--- src/sv/placement_candidate_scorer_core_macros.svh ---
// Assertion macros for the placement candidate scorer
`ifndef PLACEMENT_CANDIDATE_SCORER_CORE_MACROS_SVH
`define PLACEMENT_CANDIDATE_SCORER_CORE_MACROS_SVH

// same-cycle implication, reset masked
`define PCS_ASSERT_IMP(lbl, ante, cons, msg) \
  lbl: assert property (@(posedge clk) disable iff (!rst_n) (ante) |-> (cons)) \
    else $error(msg);

// next-cycle implication, reset masked
`define PCS_ASSERT_NXT(lbl, ante, cons, msg) \
  lbl: assert property (@(posedge clk) disable iff (!rst_n) (ante) |=> (cons)) \
    else $error(msg);

`endif

--- src/sv/pcs_pkg.sv ---
// Shared types and constants of the placement candidate scorer
`timescale 1ns / 1ps
package pcs_pkg;

  localparam logic [63:0] HashMul  = 64'd15879638260049341073;
  localparam logic [63:0] HashAdd  = 64'd5277654339219660263;
  localparam logic [31:0] HashModA = 32'd2404975667;
  localparam logic [31:0] HashModB = 32'd3414420799;
  localparam logic [64:0] TwoPow64 = 65'd1 << 64;
  // low words of floor(2^64 / modulus); the dropped top bit weighs 2^32
  localparam logic [31:0] HashRecipA = 32'(TwoPow64 / {33'd0, HashModA});
  localparam logic [31:0] HashRecipB = 32'(TwoPow64 / {33'd0, HashModB});
  localparam logic [35:0] BloomBits  = 36'd256;
  localparam logic [35:0] MatchBonus = 36'd100;
  // ceil(2^35 / 10): exact floor division by ten for any 32-bit value
  localparam logic [31:0] RecipTen   = 32'hCCCCCCCD;
  localparam int          RecipShift = 35;
  localparam int          SqrtSteps  = 32;

  typedef enum logic [2:0] {
    REG_QUERY_INDEX = 3'd0,
    REG_QUERY_START = 3'd1,
    REG_QUERY_END   = 3'd2,
    REG_WRITE_SIZE  = 3'd3,
    REG_BYTE_LIMIT  = 3'd4
  } reg_idx_t;

  typedef enum logic [2:0] {
    HS_IDLE,
    HS_MUL,
    HS_FOLD,
    HS_QUOT,
    HS_REM,
    HS_FIX
  } hash_state_t;

  // per-entry data that rides along the root chain
  typedef struct packed {
    logic [63:0]        file;
    logic               elig;
    logic signed [35:0] base;
  } item_t;

  typedef struct packed {
    logic        valid;
    logic [63:0] rem;
    logic [63:0] root;
    item_t       item;
  } sq_t;

endpackage

--- src/sv/pcs_sqrt_cell.sv ---
// One cell of the square-root chain: resolves one root bit per entry
`timescale 1ns / 1ps
module pcs_sqrt_cell (
  input  logic         clk,
  input  logic         rst_n,
  input  logic         en,
  input  logic [63:0]  step_bit,
  input  pcs_pkg::sq_t d_in,
  output pcs_pkg::sq_t d_out
);

  pcs_pkg::sq_t d_r, d_nxt;
  logic [63:0]  trial;

  assign trial = d_in.root + step_bit;

  always_comb begin
    d_nxt = d_in;
    if (d_in.rem >= trial) begin
      d_nxt.rem  = d_in.rem - trial;
      d_nxt.root = (d_in.root >> 1) + step_bit;
    end else begin
      d_nxt.root = d_in.root >> 1;
    end
  end

  always_ff @(posedge clk) begin
    if (!rst_n) begin
      d_r.valid <= 1'b0;
    end else if (en) begin
      d_r.valid <= d_nxt.valid;
    end
    if (en) begin
      d_r.rem  <= d_nxt.rem;
      d_r.root <= d_nxt.root;
      d_r.item <= d_nxt.item;
    end
  end

  assign d_out = d_r;

endmodule
--- config.mk ---
export PLATFORM = sky130hd
export DESIGN_NAME = pcs_sqrt_cell
export DESIGN_NICKNAME = d
export VERILOG_FILES = /design/src/sv/placement_candidate_scorer_core_macros.svh /design/src/sv/pcs_pkg.sv /design/src/sv/pcs_sqrt_cell.sv
export SDC_FILE = /design/constraint.sdc
export NUM_CORES = 1
export LEC_CHECK = 0
export BUFFER_PORTS_ARGS = -buffer_cell sky130_fd_sc_hd__clkbuf_2
export CAP_MARGIN = 0
export CORE_AREA = 2 2 203 205
export DETAILED_ROUTE_END_ITERATION = 6
export DIE_AREA = 0 0 205 207
export PLACE_DENSITY_LB_ADDON = 0.12
export SLEW_MARGIN = 30
export SYNTH_ARGS = -nofsm -noshare
export SYNTH_HDL_FRONTEND = slang
export SYNTH_SLANG_ARGS = --single-unit
--- constraint.sdc ---
create_clock -name clk -period 13.3 [get_ports clk]
set_input_delay 1.995 -clock clk [delete_from_list [all_inputs] [get_ports clk]]
set_output_delay 1.995 -clock clk [all_outputs]
set_load 0.1 [all_outputs]
Word level (Yosys, flattened, before mapping)
Cells that the tools add are included.
{"block": "totals", "regBits": 230, "input_bits": 297, "elab_cells": 13}
{"block": "classes", "addsub": 3, "magnitude_cmp": 1, "mux": 2}
{"op": "$add A63 B64 Y64", "count": 1}
{"op": "$add A64 B64 Y64", "count": 1}
{"op": "$ge A64 B64 Y1", "count": 1}
{"op": "$mux W64", "count": 1}
{"op": "$sub A64 B64 Y64", "count": 1}
{"op": "$mux W63", "count": 1}

Depth between registers and ports, before layout
{"block": "depth", "depth_word": 3, "ltp_mapped": 28, "mapped_depth_nobuf": 26}

Least setup slack after synthesis
No wires, ideal clock.
{"block": "synth_timing", "path_type": "input-to-reg", "startpoint": "input port step_bit[25]", "endpoint": "register d_r, in the netlist d_out[218] (data pin)", "setup_slack_ns": 6.464, "required_time_ns": 13.039, "setup_time_ns": 0.261, "path_stages": 23, "t_arrival_ns": 6.575, "cell_sequence": "ha_1 -> clkbuf_1 -> a21o_1 -> a21o_1 -> a21oi_1 -> o21ai_0 -> a221o_1 -> or2_2 -> a31oi_1 -> o21ai_0 -> a21oi_1 -> o21ai_0 -> xnor2_1 -> ha_1 -> clkbuf_1 -> and4_1 -> o21ai_0 -> a211o_1 -> nor4_1 -> a21oi_4 -> buf_6 -> buf_4 -> a221o_1"}
{"element": "start, declared", "line_no": "pcs_sqrt_cell.sv:7", "text": "input logic [63:0] step_bit,"}
{"element": "end, declared", "line_no": "pcs_sqrt_cell.sv:12", "text": "pcs_pkg::sq_t d_r, d_nxt;"}

==> summary.txt <==
Placed design
  – GP Congestion: 0.940
  – Port Buffer Count: 526
  – Detailed placement HPWL: 56600 um

Critical path
  – RR Endpoint: d_out[229]$_SDFFE_PN0P_
  – WP data arrival: 8.31 ns
  – Crit. End Element: flop
  – Max incr delay on CP: 0.68 ns
  – CP Class: in -> reg
  – Worst r2r src: d_out[229]$_SDFFE_PN0P_
  – Slowest cell on the critical path: buf_4
  – R2R setup slack: 12.71 ns
  – CP max FO: 83
  – Startpoint types: primary input
  – WP data required: 13.61 ns
  – Worst-case reg-to-reg path depth: 2

Pwr
  – Internal power: 2.02 mW
  – Clock share of power: 0.194
  – Sw Share: 0.514
  – Worst IR Drop VDD: 0.189 mV
  – PwrDens: 179 mW/mm^2
  – Flop pwr share: 0.246
  – Leak: 10.5 nW
  – Logic pwr share: 0.560
  – P_sw: 2.14 mW

Worst hold path
  – Worst hold-check path type: reg -> reg
  – WHS Path Cells: 2
  – Hold Path End: d_out[229]$_SDFFE_PN0P_
  – Hold path start: d_out[229]$_SDFFE_PN0P_

Final layout
  – Area grow syn2layout: 19.6%
  – Layout Utilization: 0.576
  – Filler cells: 3789
  – Fin nets: 3094
  – Fraction of layout cells with a size suffix above 1: 0.234
  – Max FFs per register: 230
  – Most frequent cells in the layout: clkbuf_2, nand2_1, edfxtp_1
  – Leading cell type in the layout, fill and taps excluded: clkbuf_2

Clock tree
  – CTS Root Cell: clkbuf_16
  – TritonCTS clock tree: done
  – CTS Buffer Depth: 3
  – Worst-Skew Late Latency: 0.55 ns
  – H-tree depth: 1
  – Cts hold-fix bufs: 0
  – # resized after CTS: 0
  – Post-CTS setup buffer count: 0
  – CTS Sinks: 230
  – CTS Buf Count: 27
  – Clock transition at path regs: 0.06 ns

Timing
  – Slew margin rel.: 0.359
  – RSZ-0062 raised after global routing: no
  – Fin Setup TNS: 0 ns
  – Final Max Tran Viols: 0
  – Post-layout min period: 8.00 ns
  – Setup violations, final: 0
  – Max Clk Rate: 125 MHz
  – Final hold vios: 0
  – Worst Max-Slew Pin Slew: 0.962 ns
  – Clk_skew: 0 ns
  – Period utilisation layout: 0.601

Drt
  – Final wirelength: 69100 um
  – WL/cell: 21.9 um
  – Vias per cell: 5.91
  – TritonRoute pass-1 iters: 6
  – DR iter-0 viols: 1420
  – Vias: 18700
  – Residual DRC: 0
  – Routed Antenna Nets: 0

Floorplan
  – Die width: 205 um
  – Starting Density: 0.481
  – Die Footprint: 0.0424 mm^2
  – Die Height: 207 um
  – Number of core rows: 74
  – Core Box Area: 0.0404 mm^2
  – I/O pins: 527

GRT
  – Initial antenna violation count: 8
  – Gr ovfl total: 0
  – Grt met1 use: 0.426
  – Pin count of the biggest net entering global routing: 93
  – M3 GR Usage: 0.0574
  – Vias in the first global route: 17600
  – GR Util met2: 0.501
  – Top Usage Layer GRT: met2
  – Tot GR Track Use: 0.313
  – First-pass GRT wire length: 103000 um

Synth
  – Post-Syn Area per Cell: 9.01 um^2
  – Dominant synthesized flop cell: edfxtp_1
  – Sequential share of the synthesized area: 0.355
  – Post-synth ARST share: 0
  – Ys Warns: 0
  – Syn Inst Count: 2156
  – Yosys cell types: 79
  – Post-synthesis cell area: 0.0194 mm^2
  – Mapped Nets: 2646
  – Post-synthesis register bit count: 230
  – Post-synth EDFFs: 229

Outcome
  – Status: complete, no violations

Flow run
  – Max Cap Viol: 0
-- cells by family after synthesis --
| group | share of synthesized area |
|---|---|
| AO/OA/AOI/OAI | 0.259 |
| XOR/XNOR | 0.0803 |
| adder cells (fa/ha/maj) | 0.125 |
| buffers and inverters | 0.0359 |
| flip-flops | 0.355 |
| multiplexers | 0.00399 |
| AND/OR/NAND/NOR | 0.141 |
-- critical path: cells and delay by family --
kind	cells	cell delay, ns
AOI/OAI and AO/OA	11	2.64
buffers and inverters	5	1.49
adders and majority gates	3	0.78
and+or+nand+nor	5	0.72
muxes	1	0.41
xor gates and xnor gates	1	0.21
-- metrics by stage --
| stage | worst slack [ns] | hold WS (ns) | area [um^2] | total power, mW | cells |
|---|---|---|---|---|---|
| floorplan | 6.46 | 0.981 | 19400 | 2.86 | 2156 |
| CTS | 5.34 | 0.530 | 23200 | 4.16 | 3154 |
| global route | 4.62 | 0.554 | 23200 | 4.35 | 3159 |
| global placement | 4.88 | 0.507 | 22300 | 3.34 | 3107 |
| detailed placement | 4.77 | 0.512 | 22300 | 3.34 | 3107 |
| finish | 5.30 | 0.528 | 23200 | 4.17 | 3159 |
-- power by group through the flow --
stage / clock network (mW) / logic [mW] / registers (mW)
finish: 0.809 / 2.33 / 1.03
CTS: 0.824 / 2.31 / 1.03
global placement: 0 / 2.30 / 1.04
floorplan: 0 / 0.919 / 1.94
global route: 0.843 / 2.47 / 1.04
detailed placement: 0 / 2.30 / 1.04
-- worst max path at each step --
stage,start,to
2_1_floorplan,step_bit[25],d_out[218]$_DFFE_PP_
3_3_place_gp,step_bit[0],d_out[105]$_DFFE_PP_
3_5_place_dp,step_bit[0],d_out[105]$_DFFE_PP_
4_1_cts,step_bit[0],d_out[101]$_DFFE_PP_
5_1_grt,d_in[102],d_out[101]$_DFFE_PP_
6_report,step_bit[0],d_out[105]$_DFFE_PP_
-- layout make-up --
class	instances	area, um^2	area share
repair buffers	531	2680	0.115
clock buffers	29	683	0.0294
well taps	532	666	0.0286
multi-input cells	1760	11800	0.509
clock inverters	18	264	0.0114
flip-flops and latches	230	6900	0.297
inverters	54	203	0.00872
diodes	5	12.5	0.000538
-- cell usage after synthesis (12+ instances only) --
| cell | number | area share |
|---|---|---|
| nor2_1 | 112 | 0.022 |
| buf_2 | 27 | 0.0070 |
| edfxtp_1 | 229 | 0.35 |
| a211oi_1 | 14 | 0.0054 |
| clkbuf_1 | 76 | 0.015 |
| nand3_1 | 34 | 0.0088 |
| a31oi_1 | 27 | 0.0087 |
| ha_1 | 190 | 0.12 |
| nand2_1 | 252 | 0.049 |
| nor2b_1 | 14 | 0.0045 |
| a21oi_1 | 211 | 0.054 |
| nor3_1 | 22 | 0.0057 |
| a21o_1 | 128 | 0.049 |
| nand4_1 | 58 | 0.019 |
| and2_1 | 12 | 0.0039 |
| xnor2_1 | 107 | 0.048 |
| o21bai_1 | 42 | 0.016 |
| o21ai_0 | 208 | 0.054 |
| inv_1 | 54 | 0.010 |
| o21ai_1 | 20 | 0.0052 |
| o21a_1 | 27 | 0.010 |
| xor2_1 | 71 | 0.032 |
| o31ai_1 | 15 | 0.0058 |
| and3_1 | 16 | 0.0052 |
| nand2b_1 | 19 | 0.0061 |
-- metal layers --
| metal | routed length, um | vias to the layer above |
|---|---|---|
| met2 | 31400 | 795 |
| met1 | 29900 | 8788 |
| li1 | - | 8973 |
| met3 | 5710 | 97 |
| met5 | 41 | - |
| met4 | 2070 | 6 |
Note: power is estimated with default switching activity, not from simulation.
